===== src/rtl/wca_pkg.sv =====
// ----------------------------------------------------------------------------
// wca_pkg
// Shared types, constants and helpers of the waveform covariance accumulator.
// ----------------------------------------------------------------------------
package wca_pkg;

   localparam int CHANNELS    = 64;
   localparam int SAMPLES     = 32;
   localparam int TETRODES    = 16;
   localparam int CH_W        = $clog2(CHANNELS);
   localparam int SMP_W       = $clog2(SAMPLES);
   localparam int TET_W       = $clog2(TETRODES);
   localparam int SUM_AW      = CH_W + SMP_W;
   localparam int COV_AW      = CH_W + 2 * SMP_W;
   localparam int COUNT_W     = 24;
   localparam int SCALE_W     = 13;
   localparam int MIN_W       = 16;
   localparam int CSR_W       = 16;
   localparam int DIV_W       = 31;
   localparam int DVS_W       = 2 * SCALE_W;
   localparam int DIV_CNT_W   = $clog2(DIV_W);

   localparam logic [COUNT_W-1:0] COUNT_MAX = {COUNT_W{1'b1}};

   localparam logic       CMD_ACC  = 1'b0;
   localparam logic       CMD_READ = 1'b1;
   localparam logic [1:0] SEL_COV  = 2'd0;
   localparam logic [1:0] SEL_MEAN = 2'd1;
   localparam logic [1:0] SEL_SQ   = 2'd2;
   localparam logic       REG_SCALE = 1'b0;
   localparam logic       REG_MIN   = 1'b1;

   typedef struct packed {
      logic                command;
      logic [CH_W-1:0]     channel;
      logic [SMP_W-1:0]    row;
      logic [SMP_W-1:0]    col;
      logic signed [15:0]  sample;
      logic                accumulate;
      logic [1:0]          read_select;
      logic [COUNT_W-1:0]  count;
      logic                ready;
   } item_type;

   typedef struct packed {
      logic full;
      logic empty;
   } fifo_stat_type;

   typedef enum logic [3:0] {
      BK_CLEAR, BK_IDLE, BK_RD_REQ, BK_RD_OUT, BK_MEAN_DIV, BK_MEAN_WAIT,
      BK_SQ_MUL, BK_SQ_DIV, BK_SQ_WAIT, BK_COV_RD, BK_COV_MUL, BK_COV_DIV,
      BK_COV_WAIT, BK_DONE
   } back_state_type;

   function automatic logic signed [31:0] sat_add(input logic signed [31:0] acc,
                                                  input logic signed [31:0] delta);
      logic signed [32:0] sum;
      sum = {acc[31], acc} + {delta[31], delta};
      if (sum[32] != sum[31]) begin
         sat_add = sum[32] ? 32'sh8000_0000 : 32'sh7FFF_FFFF;
      end else begin
         sat_add = sum[31:0];
      end
   endfunction

endpackage


===== src/rtl/wca_front.sv =====
// ----------------------------------------------------------------------------
// wca_front
// Register file, spike counters and classification of incoming commands.
// ----------------------------------------------------------------------------
module wca_front (
   input  logic                            clock,
   input  logic                            reset,
   input  logic                            accept,
   input  logic                            req_command,
   input  logic [5:0]                      req_channel,
   input  logic [3:0]                      req_tetrode,
   input  logic [4:0]                      req_sample_index,
   input  logic [4:0]                      req_column_index,
   input  logic signed [15:0]              req_sample_value,
   input  logic                            req_accumulate,
   input  logic                            req_spike_end,
   input  logic [1:0]                      req_read_select,
   input  logic                            csr_write_enable,
   input  logic                            csr_index,
   input  logic [wca_pkg::CSR_W-1:0]       csr_write_data,
   output wca_pkg::item_type               item,
   output logic [wca_pkg::SCALE_W-1:0]     scale
);
   logic [wca_pkg::SCALE_W-1:0] scale_ff, scale_in;
   logic [wca_pkg::MIN_W-1:0]   min_ff, min_in;
   logic [wca_pkg::COUNT_W-1:0] counts_ff [wca_pkg::TETRODES];
   logic [wca_pkg::COUNT_W-1:0] count_cur, count_new;
   logic                        bump;

   always_comb begin
      scale_in = scale_ff;
      min_in   = min_ff;
      if (csr_write_enable) begin
         case (csr_index)
            wca_pkg::REG_SCALE: scale_in = csr_write_data[wca_pkg::SCALE_W-1:0];
            wca_pkg::REG_MIN:   min_in   = csr_write_data[wca_pkg::MIN_W-1:0];
            default: ;
         endcase
      end
   end

   always_comb begin
      count_cur = counts_ff[req_tetrode];
      bump      = (req_command == wca_pkg::CMD_ACC) && req_spike_end &&
                  (count_cur != wca_pkg::COUNT_MAX);
      count_new = count_cur + wca_pkg::COUNT_W'(bump);
      item.command     = req_command;
      item.channel     = req_channel;
      item.row         = req_sample_index;
      item.col         = req_column_index;
      item.sample      = req_sample_value;
      item.accumulate  = req_accumulate;
      item.read_select = req_read_select;
      item.count       = count_new;
      item.ready       = count_new >= wca_pkg::COUNT_W'(min_ff);
   end

   always_ff @(posedge clock) begin
      if (reset) begin
         scale_ff <= wca_pkg::SCALE_W'(1);
         min_ff   <= wca_pkg::MIN_W'(1000);
         for (int i = 0; i < wca_pkg::TETRODES; i++) begin
            counts_ff[i] <= '0;
         end
      end else begin
         scale_ff <= scale_in;
         min_ff   <= min_in;
         if (accept && bump) begin
            counts_ff[req_tetrode] <= count_new;
         end
      end
   end

   // zero scale behaves as one
   assign scale = (scale_ff == '0) ? wca_pkg::SCALE_W'(1) : scale_ff;
endmodule


===== config.mk =====
export PLATFORM = sky130hd
export DESIGN_NAME = wca_front
export DESIGN_NICKNAME = d
export VERILOG_FILES = /design/src/rtl/wca_pkg.sv /design/src/rtl/wca_front.sv
export SDC_FILE = /design/constraint.sdc
export NUM_CORES = 1
export LEC_CHECK = 0
export BUFFER_PORTS_ARGS = -buffer_cell sky130_fd_sc_hd__buf_2
export CAP_MARGIN = 20
export CORE_AREA = 2 2 179 181
export DETAILED_ROUTE_END_ITERATION = 10
export DIE_AREA = 0 0 181 183
export HOLD_SLACK_MARGIN = 0.03
export PLACE_DENSITY_LB_ADDON = 0.2
export SLEW_MARGIN = 20
export SYNTH_ARGS = -nofsm -noshare
export SYNTH_HDL_FRONTEND = slang
export SYNTH_SLANG_ARGS = --single-unit

===== constraint.sdc =====
create_clock -name clock -period 7.07 [get_ports clock]
set_input_delay 0 -clock clock [delete_from_list [all_inputs] [get_ports clock]]
set_output_delay 0 -clock clock [all_outputs]
set_load 0.02 [all_outputs]

==> impl_results.md <==
* Setup violators final at 0
* Mapped cell area at 18,900 um2
* Worst-margin pin slew at 1.05 ns
* Synth top area share at 61.1%
* CP max FO at 17
* Share of layout cells above drive strength 1 at 19.6%
* CP Class: reg2out
* Synth top area cells: edfxtp_1, mux4_2, nor2_1
* GRT overflow at 0
* Routed wire per std cell at 26.8 um
* Avg Vias per Cell at 6.39
* Post-CTS sizing at 0
* Mux share of post-synthesis cell area at 12.9%
* Net Sw Frac at 23.9%
* Clk sinks at 413
* Largest family of logic cells by synthesized area: simple AND/OR/NAND/NOR gates
* Area after DPL at 19,300 um2
* Area share of fa/ha/maj cells after synthesis at 1.19%
* Worst R2R Setup Slack at 2.06 ns
* Hold slack final at 0.0792 ns
* Status: finished clean
* Psw at 1.35 mW
* Worst EP required at 7.07 ns
* TritonCTS clock tree: yes
* Clock transition at path regs at 0.06 ns
* Leakage at 7.93 nW
* Fin area at 21,300 um2
* Clock period minus final worst setup slack at 6.36 ns
* HPWL after DPL at 30,400 um
* Tcrit/Tclk final at 90.0%
* CTS buffer count at 42
* Net Count, Synth at 1,477
* Post-CTS Hold Fix Bufs at 60
* Simple-gate share of the synthesized area at 13.0%
* Initial Util at 60.5%
* Initial drt markers at 1,671
* TritonRoute pass-1 iters at 5
* Synth area leader: edfxtp_1
* Hold path depth at 4
* Hold endpoint: scale_ff[11]$_SDFFE_PP0P_
* Worst Skew at 0.0247 ns
* Worst relative slew slack at 30.1%
* Remaining antenna violation count after routing at 0
* Final Wtd Congestion at 0.894
* Max Clk Rate at 157 MHz
* Register area share after synthesis at 64.1%
* Reg power frac at 49.4%
* Startpoint Class: flop
* Clock power share at 39.7%
* RSZ-0062 raised after global routing: no
* Final-report max-slew violation count at 0
* Compound-Gate Fraction of Synth Area at 2.70%
* TNS Setup at 0 ns
* MaxCap Viol Count at 0
* Core Util, Final at 68.3%
* Syn. warnings at 0
* Reg-to-Reg End: counts_ff[13][21]$_SDFFCE_PN0P_
* PortBufs at 65
* FF-to-FF Start: counts_ff[14][16]$_SDFFCE_PN0P_
* Die Height at 183 um
* Comb pwr share at 10.9%
* Critical path arrival at 6.36 ns
* Post-route DRC violation count at 0
* Die area at 33,100 um2
* Antenna violations before repair at 1
* Post-Syn Area per Cell at 13.5 um2
* Hold Crit Start: csr_write_enable
* Xor and xnor area share after synthesis at 0.788%
* Clk Latency, worst-skew pair at 0.55 ns
* Core ar. at 31,200 um2
* Fillers at 2,124
* Total internal power at 4.28 mW
* Final hold violation count at 0
* Hold/Removal Path Class: in2reg
* Crit. End Element: primary output
* Global-route total usage across every layer at 31.6%
* Post-CTS setup buffers at 0
* CTS Buffer Depth at 3
* H-tree levels at 2
* Routed via count at 12,200
* IO Pins at 136
* Distinct cells, synth at 47
* Num rows at 65
* CTS root buf: clkbuf_16
* Vias in the first global route at 12,200
* Synth-to-layout area growth at 12.9%
* Layout net count at 1,560
* Cell Pwr Density at 264 nW/um2
* FF+latch count, synth at 413
* Cells after Synth at 1,397
* Final WL at 51,300 um
* Die width at 181 um
* Cells on worst reg2reg path at 14
* VDD IR-drop max at 0.234 mV
* Antenna Cells at 0
* Largest net degree at the start of global routing at 69
* First-pass GRT wire length at 76,500 um
Yosys cell counts, drive strengths merged:
cell type  number
nor4            7
a211oi          1
edfxtp        384
nor2b           5
dfxtp          29
clkbuf         61
inv            39
ha             18
or4             1
a2111oi         1
a21oi          27
nand3b          7
a211o           1
nor3            3
mux4          104
a22oi          28
nand2b         21
and3b           1
o22ai           1
and2            3
nand3          16
xor2            7
a21o            6
o21a            2
a21boi          5
a41oi           1
xnor2          10
nor3b           6
and3            3
clkinv          1
mux2i           6
and4            2
nand2          82
a31o            1
nor2          401
nand4          17
or3             1
buf            86
o21ai           2
state kept, by name (all words and copies together), names as in the netlist:
register / cells
counts_ff: 384
min_ff: 16
scale_ff: 13
power groups by stage:
stage	Clock, mW	Sequential, mW	Combinational (mW)
after floorplan	0	2.82	0.398
after global placement	0	2.82	0.553
after detailed placement	0	2.83	0.559
after CTS	2.24	2.78	0.603
after global routing	2.34	2.78	0.649
final	2.23	2.78	0.613
stage by stage:
stage               total power, mW  instances  setup WS, ns
floorplan                      3.22       1397          1.71
global placement               3.38       1778         0.986
detailed placement             3.39       1778         0.832
CTS                            5.62       1915         0.789
global route                   5.77       1915         0.191
finish                         5.62       1915         0.707
cell usage in the layout, fill, tap and decap left out, types with 16 or more instances in the layout:
cell type      count
a21oi_1           27
a22oi_1           28
buf_2             63
buf_4             62
clkbuf_16         42
dfxtp_1           29
dlygate4sd3_1     60
edfxtp_1         384
ha_1              18
inv_1             39
mux4_2            95
nand2_1           82
nand2b_1          21
nand4_1           16
nor2_1           398
routing by layer:
layer  vias up  global-route usage [%]  routed length, um
met5         -                       0                 17
met4         2                    9.66               1400
met3       116                    6.20               5860
met2       802                    52.0              24900
met1      6152                    43.5              19100
li1       5172                       -                  -
layout make-up:
class	instances	area [um2]	share of cell area (%)
Clock buffer	56	1130	5.32
Multi-Input combinational cell	797	5780	27.1
Sequential cell	413	12100	56.8
Clock inverter	21	246	1.16
Timing Repair Buffer	186	1390	6.53
Inverter	40	150	0.704
Tap cell	402	503	2.36
worst max path at each step:
stage	from	end	slack (ns)	cells after the start
4_1_cts	req_tetrode[0]	item[0]	0.79	25
2_1_floorplan	counts_ff[9][16]$_SDFFCE_PN0P_	item[0]	1.71	22
6_report	counts_ff[14][16]$_SDFFCE_PN0P_	item[0]	0.71	23
3_5_place_dp	req_tetrode[0]	item[0]	0.83	25
3_3_place_gp	req_tetrode[0]	item[0]	0.99	25
5_1_grt	req_tetrode[0]	item[0]	0.19	25
worst max-delay path: stages, from the launching register on:
cell and delay, ns:
edfxtp_1 0.39, mux4_2 0.49, mux4_2 0.58, nand4_1 0.19, nor2_1 0.09, and2_1 0.24, a41oi_2 0.24, ha_1 0.23
nand2b_1 0.06, o22ai_1 0.22, nand4_1 0.31, nor2_1 0.31, xnor2_1 0.16, buf_4 0.24, inv_1 0.08, ha_1 0.29
a21o_1 0.16, a21o_1 0.18, a21oi_1 0.13, o21ai_0 0.18, a2111oi_0 0.49, buf_4 0.20, nand4_1 0.16, buf_2 0.21
cells by family (layout without fill, tap and decap cells):
| logic type | Yosys count | in the layout |
|---|---|---|
| adder cells (fa/ha/maj) | 18 | 18 |
| AND/OR/NAND/NOR | 576 | 576 |
| flip-flops | 413 | 413 |
| XOR/XNOR | 17 | 17 |
| AO/OA/AOI/OAI | 76 | 76 |
| buffers and inverters | 187 | 303 |
| multiplexers | 110 | 110 |
No activity file was read; power rests on OpenSTA's default activity.
