`config.mk`:
```
export PLATFORM = sky130hd
export DESIGN_NAME = wca_fifo
export DESIGN_NICKNAME = d
export VERILOG_FILES = /design/src/rtl/wca_pkg.sv /design/src/rtl/wca_fifo.sv
export SDC_FILE = /design/constraint.sdc
export NUM_CORES = 1
export LEC_CHECK = 0
export BUFFER_PORTS_ARGS = -buffer_cell sky130_fd_sc_hd__clkbuf_2
export CAP_MARGIN = 25
export CELL_PAD_IN_SITES_DETAIL_PLACEMENT = 0
export CELL_PAD_IN_SITES_GLOBAL_PLACEMENT = 2
export CORE_MARGIN = 5
export CORE_UTILIZATION = 42
export DETAILED_ROUTE_END_ITERATION = 6
export GPL_ROUTABILITY_DRIVEN = 0
export PLACE_DENSITY = 0.92
export SYNTH_ARGS = -nofsm -noshare
export SYNTH_HDL_FRONTEND = slang
export SYNTH_SLANG_ARGS = --single-unit
export TNS_END_PERCENT = 30
```
`constraint.sdc`:
```
create_clock -name clock -period 5.23 [get_ports clock]
set_input_delay 1.046 -clock clock [delete_from_list [all_inputs] [get_ports clock]]
set_output_delay 1.046 -clock clock [all_outputs]
set_load 0.005 [all_outputs]
```
`src/rtl/wca_pkg.sv`:
```
// ----------------------------------------------------------------------------
// wca_pkg
// Shared types, constants and helpers of the waveform covariance accumulator.
// ----------------------------------------------------------------------------
package wca_pkg;

   localparam int CHANNELS    = 64;
   localparam int SAMPLES     = 32;
   localparam int TETRODES    = 16;
   localparam int CH_W        = $clog2(CHANNELS);
   localparam int SMP_W       = $clog2(SAMPLES);
   localparam int TET_W       = $clog2(TETRODES);
   localparam int SUM_AW      = CH_W + SMP_W;
   localparam int COV_AW      = CH_W + 2 * SMP_W;
   localparam int COUNT_W     = 24;
   localparam int SCALE_W     = 13;
   localparam int MIN_W       = 16;
   localparam int CSR_W       = 16;
   localparam int DIV_W       = 31;
   localparam int DVS_W       = 2 * SCALE_W;
   localparam int DIV_CNT_W   = $clog2(DIV_W);

   localparam logic [COUNT_W-1:0] COUNT_MAX = {COUNT_W{1'b1}};

   localparam logic       CMD_ACC  = 1'b0;
   localparam logic       CMD_READ = 1'b1;
   localparam logic [1:0] SEL_COV  = 2'd0;
   localparam logic [1:0] SEL_MEAN = 2'd1;
   localparam logic [1:0] SEL_SQ   = 2'd2;
   localparam logic       REG_SCALE = 1'b0;
   localparam logic       REG_MIN   = 1'b1;

   typedef struct packed {
      logic                command;
      logic [CH_W-1:0]     channel;
      logic [SMP_W-1:0]    row;
      logic [SMP_W-1:0]    col;
      logic signed [15:0]  sample;
      logic                accumulate;
      logic [1:0]          read_select;
      logic [COUNT_W-1:0]  count;
      logic                ready;
   } item_type;

   typedef struct packed {
      logic full;
      logic empty;
   } fifo_stat_type;

   typedef enum logic [3:0] {
      BK_CLEAR, BK_IDLE, BK_RD_REQ, BK_RD_OUT, BK_MEAN_DIV, BK_MEAN_WAIT,
      BK_SQ_MUL, BK_SQ_DIV, BK_SQ_WAIT, BK_COV_RD, BK_COV_MUL, BK_COV_DIV,
      BK_COV_WAIT, BK_DONE
   } back_state_type;

   function automatic logic signed [31:0] sat_add(input logic signed [31:0] acc,
                                                  input logic signed [31:0] delta);
      logic signed [32:0] sum;
      sum = {acc[31], acc} + {delta[31], delta};
      if (sum[32] != sum[31]) begin
         sat_add = sum[32] ? 32'sh8000_0000 : 32'sh7FFF_FFFF;
      end else begin
         sat_add = sum[31:0];
      end
   endfunction

endpackage

```
`src/rtl/wca_fifo.sv`:
```
// ----------------------------------------------------------------------------
// wca_fifo
// Two-entry queue of classified commands between front and back.
// ----------------------------------------------------------------------------
module wca_fifo (
   input  logic                  clock,
   input  logic                  reset,
   input  logic                  push,
   input  wca_pkg::item_type     push_item,
   input  logic                  pop,
   output wca_pkg::item_type     pop_item,
   output wca_pkg::fifo_stat_type stat
);
   wca_pkg::item_type entry_ff [2];
   logic              wr_ff, wr_in;
   logic              rd_ff, rd_in;
   logic [1:0]        fill_ff, fill_in;

   always_comb begin
      wr_in   = wr_ff ^ push;
      rd_in   = rd_ff ^ pop;
      fill_in = fill_ff + 2'(push) - 2'(pop);
   end

   always_ff @(posedge clock) begin
      if (reset) begin
         wr_ff   <= 1'b0;
         rd_ff   <= 1'b0;
         fill_ff <= '0;
      end else begin
         wr_ff   <= wr_in;
         rd_ff   <= rd_in;
         fill_ff <= fill_in;
      end
      if (push) begin
         entry_ff[wr_ff] <= push_item;
      end
   end

   assign pop_item   = entry_ff[rd_ff];
   assign stat.full  = fill_ff[1];
   assign stat.empty = (fill_ff == '0);
endmodule

```
==> impl_results.rst, run 1 <==
.. list-table::
   :header-rows: 1

   * - Metric
     - Value
   * - Run status
     - complete, no violations
   * - Gr usage total
     - 0.1205
   * - Number of hold violations in the final report
     - 0
   * - Worst-case clock buffer depth
     - 2
   * - Cell depth of the worst hold path
     - 3
   * - Final non-filler cell total
     - 504
   * - 1st-iter DRT viols
     - 99
   * - Overall die width
     - 118.1 um
   * - Largest net degree at the start of global routing
     - 62
   * - Top-Level Pins
     - 128
   * - XOR/XNOR Fraction of Synth Area
     - 0.006378
   * - # rows
     - 39
   * - Buffer count from post-CTS setup fixing
     - 0
   * - Period minus WS final
     - 2.942 ns
   * - Synth Area in Adders
     - 0.01020
   * - Total iterations of the first detailed-routing run
     - 4
   * - Share of the synthesized area in compound gates (AO/OA/AOI/OAI)
     - 0
   * - Maximum cell stage delay along the critical path
     - 0.67 ns
   * - Arrival time at the worst endpoint
     - 1.90 ns
   * - Beginning of the worst hold path
     - wr_ff
   * - Level count of the clock H-tree
     - 4
   * - Final Net Count
     - 417
   * - First-pass GRT wire length
     - 12880 um
   * - Standard cell core area
     - 0.01142 mm2
   * - Critical Path Sink Type
     - output pin
   * - Number of antenna violations at the first check in global routing
     - 0
   * - Worst reg2reg path depth
     - 2
   * - Unrepaired setup endpoints after global routing
     - no
   * - Register-to-Register Setup Slack
     - 3.70 ns
   * - Number of global-route vias before repair
     - 2596
   * - HPWL after detailed placement
     - 5403 um
   * - Worst-margin pin slew
     - 0.8675 ns
   * - Number of different library cells in the post-synthesis netlist
     - 13
   * - Cell-by-cell trace of the critical path
     - buf_16 > mux2_4 > clkbuf_2
   * - Synthesized area per cell
     - 23.47 um2
   * - Number of CTS-inserted buffers
     - 17
   * - Post-detailed-route wirelength per cell
     - 15.95 um
   * - Leading area contributor after synthesis
     - edfxtp_1
   * - Post-route clock period utilization
     - 0.5625
   * - CTS tree
     - yes
   * - Fin. max-slew vios
     - 0
   * - CTS sink count
     - 126
   * - FF/Latch Area
     - 0.003747 mm2
   * - Total power density per cell area
     - 408.8 mW/mm2
   * - Fraction of the yosys area taken by sequential cells
     - 0.7633
   * - Endpoint with the worst hold slack
     - wr_ff
   * - Critical path origin
     - rd_ff
   * - Clock transition at path regs
     - 0.05 ns
   * - Quantity of hold-fixing buffers added after cts
     - 0
   * - Main area contributors after synthesis
     - edfxtp_1 (75%), mux2_4 (18%), buf_12 (2.4%)
   * - Critical-path top delay cell
     - dfxtp_4
   * - Number of vias in the routed layout
     - 2346
   * - Class of the most critical setup path
     - flop to output pin
   * - Data required time at the worst endpoint
     - 4.18 ns
   * - Cell total after placement
     - 472
   * - Post-Route Skew
     - 0.004096 ns
   * - PnR worst setup slack
     - 2.288 ns
   * - Critical R2R Capture
     - entry_ff[0][35]
   * - Number of fill cells
     - 927
   * - Post-synthesis sequential element count
     - 126
   * - Setup slack at placement
     - 2.691 ns
   * - R2r startpoint
     - wr_ff
   * - Tightest slew margin relative to the limit
     - 0.4217
   * - Detail Route Antenna Nets
     - 0
   * - Diodes inserted
     - 0
   * - Largest family of logic cells by synthesized area
     - multiplexers
   * - Fraction of layout cells with a size suffix above 1
     - 0.6122
   * - Synthesized netlist net count
     - 278
   * - Total leakage power
     - 2.492 nW
   * - Synth Instances
     - 209
   * - Max capacitance violation total
     - 0
   * - Fraction of the mapped netlist area in simple logic gates
     - 0.004337
   * - Initial cell density of the core
     - 0.4295
   * - Overflow left after global routing
     - 0
   * - PortBufs
     - 127
   * - Drc violations
     - 0
   * - Fraction of synthesized area in multiplexers
     - 0.1852
   * - Post-synth design cell area
     - 0.004905 mm2
   * - Fraction of post-synthesis cell area in the top cell type by area
     - 0.7469
   * - Y dimension of the die
     - 118.1 um
   * - Via-per-instance ratio
     - 4.655
   * - Highest net fanout along the worst path
     - 36
   * - Multi-input gate area
     - 0.001036 mm2
   * - Synth warn
     - 0
   * - Critical Path Source Type
     - flop
   * - Clock latency at the later pin of the worst-skew pair
     - 0.40 ns
   * - IR drop worst, VDD
     - 0.2415 mV
   * - Total routed wirelength
     - 8037 um
   * - PostCTS Resize Cnt
     - 0
   * - Setup violations, final
     - 0
   * - Area growth from synthesis to layout
     - 26.02%
   * - Highest clock frequency the design can meet
     - 339.9 MHz
   * - Path category of the worst min-delay check
     - flop to flop
   * - Die area
     - 0.01394 mm2
   * - Final sum of negative setup slack
     - 0 ns
   * - Root cell of the clock tree
     - clkbuf_16
## per-stage QoR
| stage | power (W) | area, um2 | utilization | hold slack (ns) |
|---|---|---|---|---|
| floorplan | 0.001397 | 4905 | - | 0.5195 |
| global placement | 0.001483 | 5609 | 0.4912 | 0.5919 |
| detailed placement | 0.001496 | 5637 | 0.4936 | 0.6097 |
| CTS | 0.002560 | 6181 | 0.5413 | 0.6171 |
| global route | 0.002627 | 6181 | 0.5413 | 0.6436 |
| finish | 0.002527 | 6181 | 0.5413 | 0.6128 |
## Yosys cell counts
cell and number:
edfxtp_1 122, mux2_4 59, buf_12 6, dfxtp_1 4
ha_1 4, nor2_1 4, inv_1 3, mux2_2 2
buf_4 1, buf_6 1, nor2b_1 1, xnor2_1 1
xnor3_1 1
## per-layer routing
metal,global-route usage,wire length (um),vias up
met1,0.1270,3102,1150
met4,0.05806,150,0
met5,0,0,-
li1,-,-,1100
met2,0.2075,4244,82
met3,0.04950,539,14
## cell families after synthesis
family                   Yosys count
adder cells (fa/ha/maj)            4
buffers and inverters             11
AND/OR/NAND/NOR                    5
XOR/XNOR                           2
multiplexers                      61
flip-flops                       126
## cell type report
| cell class | count | share of cell area |
|---|---|---|
| flip-flops and latches | 126 | 0.6063 |
| multi-input cells | 72 | 0.1676 |
| repair buffers | 128 | 0.1073 |
| clock buffers | 21 | 0.07287 |
| well taps | 143 | 0.02895 |
| clock inverters | 11 | 0.01518 |
| inverters | 3 | 0.001822 |
## sequential cells by signal, summed over array words and instances, names as in the netlist
name,count
rd_ff,1
fill_ff,2
entry_ff,122
wr_ff,1
## cell usage in the layout, fill, tap and decap left out
cell type	count
clkbuf_2	127
edfxtp_1	122
mux2_4	59
clkbuf_16	17
clkinv_2	5
nor2_1	4
clkinvlp_4	4
inv_1	3
clkbuf_1	3
dfxtp_1	3
mux2_2	2
ha_1	2
ha_4	2
nor2b_1	1
xnor2_1	1
xnor3_1	1
clkbuf_8	1
bufinv_16	1
clkinv_4	1
buf_16	1
dfxtp_4	1
## power breakdown
| part | leakage, nW | switching [W] | internal [W] |
|---|---|---|---|
| registers | 1.18 | 0.0000278 | 0.00118 |
| clock network | 0.259 | 0.000399 | 0.000661 |
| logic | 1.05 | 0.000106 | 0.000152 |
| total | 2.49 | 0.000534 | 0.00199 |
## critical path, delay by kind of cell, from the launching register on
family,cells,cell delay [ns]
flip-flops,1,0.67
buffers and inverters,2,0.43
multiplexers,1,0.34
## worst max path at each step
| stage | to | slack, ns | cells past startpoint |
|---|---|---|---|
| after detailed placement | pop_item[34] | 2.69 | 3 |
| final | pop_item[30] | 2.29 | 3 |
| after CTS | pop_item[34] | 2.25 | 3 |
| after global placement | pop_item[0] | 2.51 | 2 |
| after floorplan | entry_ff[0][0] | 2.27 | 1 |
| after global routing | pop_item[30] | 2.20 | 3 |
Note: power is estimated with default switching activity, not from simulation.
==> inputs of run 2 (changes only) <==
--- a/config.mk
+++ b/config.mk
@@ -5,15 +5,16 @@
 export SDC_FILE = /design/constraint.sdc
 export NUM_CORES = 1
 export LEC_CHECK = 0
+export ABC_AREA = 1
 export BUFFER_PORTS_ARGS = -buffer_cell sky130_fd_sc_hd__clkbuf_2
 export CAP_MARGIN = 25
 export CELL_PAD_IN_SITES_DETAIL_PLACEMENT = 0
 export CELL_PAD_IN_SITES_GLOBAL_PLACEMENT = 2
 export CORE_MARGIN = 5
-export CORE_UTILIZATION = 42
+export CORE_UTILIZATION = 35
 export DETAILED_ROUTE_END_ITERATION = 6
 export GPL_ROUTABILITY_DRIVEN = 0
-export PLACE_DENSITY = 0.92
+export PLACE_DENSITY = 0.83
 export SYNTH_ARGS = -nofsm -noshare
 export SYNTH_HDL_FRONTEND = slang
 export SYNTH_SLANG_ARGS = --single-unit
==> constraint.sdc (replaced) <==
create_clock -name clock -period 2.6 [get_ports clock]
set_input_delay 0.52 -clock clock [delete_from_list [all_inputs] [get_ports clock]]
set_output_delay 0.52 -clock clock [all_outputs]
set_load 0.005 [all_outputs]
==> impl_results.rst, run 2 <==
.. list-table::
   :header-rows: 1

   * - Metric
     - Value
   * - Biggest registers after layout
     - entry_ff: 122 flops, fill_ff: 2 flops (unchanged)
   * - CTS tree
     - yes (unchanged)
   * - PortBufs
     - 127 (unchanged)
   * - R2r startpoint
     - wr_ff (unchanged)
   * - Critical Path Source Type
     - flop (unchanged)
   * - Level count of the clock H-tree
     - 4 (unchanged)
   * - Top library cells by usage in the layout, fill and taps aside
     - clkbuf_2 (127), edfxtp_1 (122), mux2_4 (59) (unchanged)
   * - Number of vias in the routed layout
     - 2371 (was 2346)
   * - Area growth from synthesis to layout
     - 28.18% (was 26.02%)
   * - Net switching fraction of the power
     - 0.2045 (was 0.2112)
   * - First-pass GRT wire length
     - 13470 um (was 12880 um)
   * - Y dimension of the die
     - 128.5 um (was 118.1 um)
   * - Total leakage power
     - 2.543 nW (was 2.492 nW)
   * - Number of flops mapped to enable cells by yosys
     - 122 (unchanged)
   * - Buffer count from post-CTS setup fixing
     - 0 (unchanged)
   * - Quantity of hold-fixing buffers added after cts
     - 0 (unchanged)
   * - IR drop worst, VDD
     - 0.4415 mV (was 0.2415 mV)
   * - Highest net fanout along the worst path
     - 37 (was 36)
   * - Critical R2R Capture
     - entry_ff[0][10] (was entry_ff[0][35])
   * - Internal power summed over all cells
     - 0.004102 W (was 0.001993 W)
   * - Combined buffer and inverter count along the critical path
     - 2 (unchanged)
   * - Number of hold violations in the final report
     - 0 (unchanged)
   * - Worst reg2reg path depth
     - 3 (was 2)
   * - Commonest register cell after synthesis
     - edfxtp_1 (unchanged)
   * - PnR worst setup slack
     - 0.5253 ns (was 2.288 ns)
   * - Synth warn
     - 0 (unchanged)
   * - CTS sink count
     - 126 (unchanged)
   * - Clock transition at path regs
     - 0.06 ns (was 0.05 ns)
   * - Number of antenna violations at the first check in global routing
     - 0 (unchanged)
   * - Maximum cell stage delay along the critical path
     - 0.38 ns (was 0.67 ns)
   * - Fin. max-slew vios
     - 0 (unchanged)
   * - Cell depth of the worst hold path
     - 1 (was 3)
   * - Top-Level Pins
     - 128 (unchanged)
   * - Setup slack at placement
     - 0.8308 ns (was 2.691 ns)
   * - Overflow left after global routing
     - 0 (unchanged)
   * - Final sum of negative setup slack
     - 0 ns (unchanged)
   * - Net Switching
     - 0.001054 W (was 0.0005335 W)
   * - Die area
     - 0.01652 mm2 (was 0.01394 mm2)
   * - Root cell of the clock tree
     - clkbuf_16 (unchanged)
   * - Post-Route Skew
     - 0.009837 ns (was 0.004096 ns)
   * - Gr usage total
     - 0.1108 (was 0.1205)
   * - Post-route clock period utilization
     - 0.7980
   * - Synthesized area per cell
     - 22.65 um2 (was 23.47 um2)
   * - End-of-flow core utilization
     - 0.4557 (was 0.5413)
   * - Endpoint with the worst hold slack
     - entry_ff[1][24] (was wr_ff)
   * - Fraction of the yosys area taken by sequential cells
     - 0.7615 (was 0.7633)
   * - Data required time at the worst endpoint
     - 2.08 ns (was 4.18 ns)
   * - Proportion of register bits with asynchronous set or reset after synthesis
     - 0 (unchanged)
   * - Post-detailed-route wirelength per cell
     - 15.74 um (was 15.95 um)
   * - Class of the most critical setup path
     - flop to output pin (unchanged)
   * - Main area contributors after synthesis
     - edfxtp_1 (75%), mux2_4 (18%), buf_12 (2.4%) (unchanged)
   * - Via-per-instance ratio
     - 4.295 (was 4.655)
   * - Critical Path Sink Type
     - output pin (unchanged)
   * - Post-synthesis sequential element count
     - 126 (unchanged)
   * - Worst-case clock buffer depth
     - 2 (unchanged)
   * - Tightest slew margin relative to the limit
     - 0.7142 (was 0.4217)
   * - Largest net degree at the start of global routing
     - 38 (was 62)
   * - Run status
     - complete, no violations (unchanged)
   * - Max FFs per register
     - 122 (unchanged)
   * - Final Net Count
     - 428 (was 417)
   * - Leading cell type by number of instances after synthesis
     - edfxtp_1 (unchanged)
   * - Period minus WS final
     - 2.075 ns
   * - Post-synth design cell area
     - 0.004916 mm2 (was 0.004905 mm2)
   * - Portion of total power attributed to the clock network
     - 0.427 (was 0.420)
   * - Path category of the worst min-delay check
     - input port to flop (was flop to flop)
   * - Number of different library cells in the post-synthesis netlist
     - 14 (was 13)
   * - Fraction of layout cells with a size suffix above 1
     - 0.5941 (was 0.6122)
   * - Detail Route Antenna Nets
     - 0 (unchanged)
   * - Overall die width
     - 128.5 um (was 118.1 um)
   * - Drc violations
     - 0 (unchanged)
   * - Worst hold slack after final layout
     - 0.2980 ns (was 0.6128 ns)
   * - Leading area contributor after synthesis
     - edfxtp_1 (unchanged)
   * - Diodes inserted
     - 0 (unchanged)
   * - Most common cell after layout, fill and taps aside
     - clkbuf_2 (unchanged)
   * - Number of global-route vias before repair
     - 2613 (was 2596)
   * - Initial cell density of the core
     - 0.3555 (was 0.4295)
   * - Standard cell core area
     - 0.01383 mm2 (was 0.01142 mm2)
   * - HPWL after detailed placement
     - 5905 um (was 5403 um)
   * - Total power density per cell area
     - 818.4 mW/mm2 (was 408.8 mW/mm2)
   * - Register-to-Register Setup Slack
     - 1.16 ns (was 3.70 ns)
   * - Unrepaired setup endpoints after global routing
     - no (unchanged)
   * - Combinational share of power
     - 0.107 (was 0.102)
   * - Family with the most delay on the worst path
     - buffers and inverters (was flip-flops)
   * - Total routed wirelength
     - 8687 um (was 8037 um)
   * - Arrival time at the worst endpoint
     - 1.55 ns (was 1.90 ns)
   * - Max capacitance violation total
     - 0 (unchanged)
   * - Critical path origin
     - rd_ff (unchanged)
   * - Synth Instances
     - 217 (was 209)
   * - Synthesized netlist net count
     - 286 (was 278)
   * - Cell-by-cell trace of the critical path
     - buf_12 > mux2_2 > clkbuf_2 (was buf_16 > mux2_4 > clkbuf_2)
   * - Register containing the most flip-flops in the final layout
     - entry_ff (unchanged)
   * - Fraction of post-synthesis cell area in the top cell type by area
     - 0.7452 (was 0.7469)
   * - # rows
     - 43 (was 39)
   * - Clock latency at the later pin of the worst-skew pair
     - 0.41 ns (was 0.40 ns)
   * - Commonest cells post-synth
     - edfxtp_1 (122), mux2_4 (59), inv_1 (7), buf_12 (6), nor2_1 (5) (was edfxtp_1 (122), mux2_4 (59), buf_12 (6))
   * - Total iterations of the first detailed-routing run
     - 4 (unchanged)
   * - Setup violations, final
     - 0 (unchanged)
   * - Number of CTS-inserted buffers
     - 17 (unchanged)
   * - Worst-margin pin slew
     - 0.4287 ns (was 0.8675 ns)
   * - Power share of the sequential group
     - 0.466 (was 0.478)
   * - Beginning of the worst hold path
     - push_item[24] (was wr_ff)
   * - Critical-path top delay cell
     - mux2_2 (was dfxtp_4)
   * - 1st-iter DRT viols
     - 115 (was 99)
   * - PostCTS Resize Cnt
     - 0 (unchanged)
   * - Highest clock frequency the design can meet
     - 482.0 MHz
## run 2: cell count changes in the layout (fill, tap and decap cells not counted), sizes merged, moves of 3 or more
cell      before  now
buf            1    4
clkbuf       148  151
clkinvlp       4    1
inv            3    7
nand2          0    3
## run 2: cell families after synthesis
logic type               synth area share
flip-flops                         0.7615
AND/OR/NAND/NOR                  0.007126
adder cells (fa/ha/maj)           0.01018
XOR/XNOR                         0.001782
multiplexers                       0.1848
AO/OA/AOI/OAI                    0.001017
buffers and inverters             0.03360
## run 2: final cells by class
cell class                 count  area [um2]
clock buffer                  24       461.7
clock inverter                 8       92.59
fill                        1215        7526
inverter                       7       26.28
multi-input combinational     76        1032
sequential                   126        3747
tap                          180       225.2
timing repair buffer         131       715.7
## run 2: worst max-delay path by stage
| stage | slack (ns) | endpoint | cells past startpoint |
|---|---|---|---|
| after floorplan | 0.17 | entry_ff[0][0] | 1 |
| after global placement | 0.87 | entry_ff[1][35] | 3 |
| after detailed placement | 0.83 | entry_ff[1][35] | 3 |
| after CTS | 0.49 | pop_item[0] | 3 |
| after global routing | 0.46 | pop_item[60] | 3 |
| final | 0.53 | pop_item[0] | 3 |
## run 2: metal layers
metal  up-vias  share of wire  global-route usage
met3        15          0.088             0.05438
li1       1129              -                   -
met4         0          0.020             0.05188
met1      1140           0.39              0.1245
met2        87           0.50              0.1778
met5         -              0                   0
## run 2: metrics by stage
stage,cells,total power (W),area (um2)
2_1_floorplan,217,0.002796,4916
3_3_place_gp,520,0.002997,5747
3_5_place_dp,520,0.003014,5747
4_1_cts,552,0.005244,6301
5_1_grt,552,0.005370,6301
6_report,552,0.005157,6301
## run 2: power groups by stage
| stage | Sequential, W | Combinational, W | Clock [W] |
|---|---|---|---|
| 6_report | 0.00240 | 0.000551 | 0.00220 |
| 5_1_grt | 0.00241 | 0.000603 | 0.00235 |
| 4_1_cts | 0.00241 | 0.000570 | 0.00227 |
| 3_5_place_dp | 0.00245 | 0.000568 | 0 |
| 3_3_place_gp | 0.00244 | 0.000558 | 0 |
| 2_1_floorplan | 0.00244 | 0.000356 | 0 |
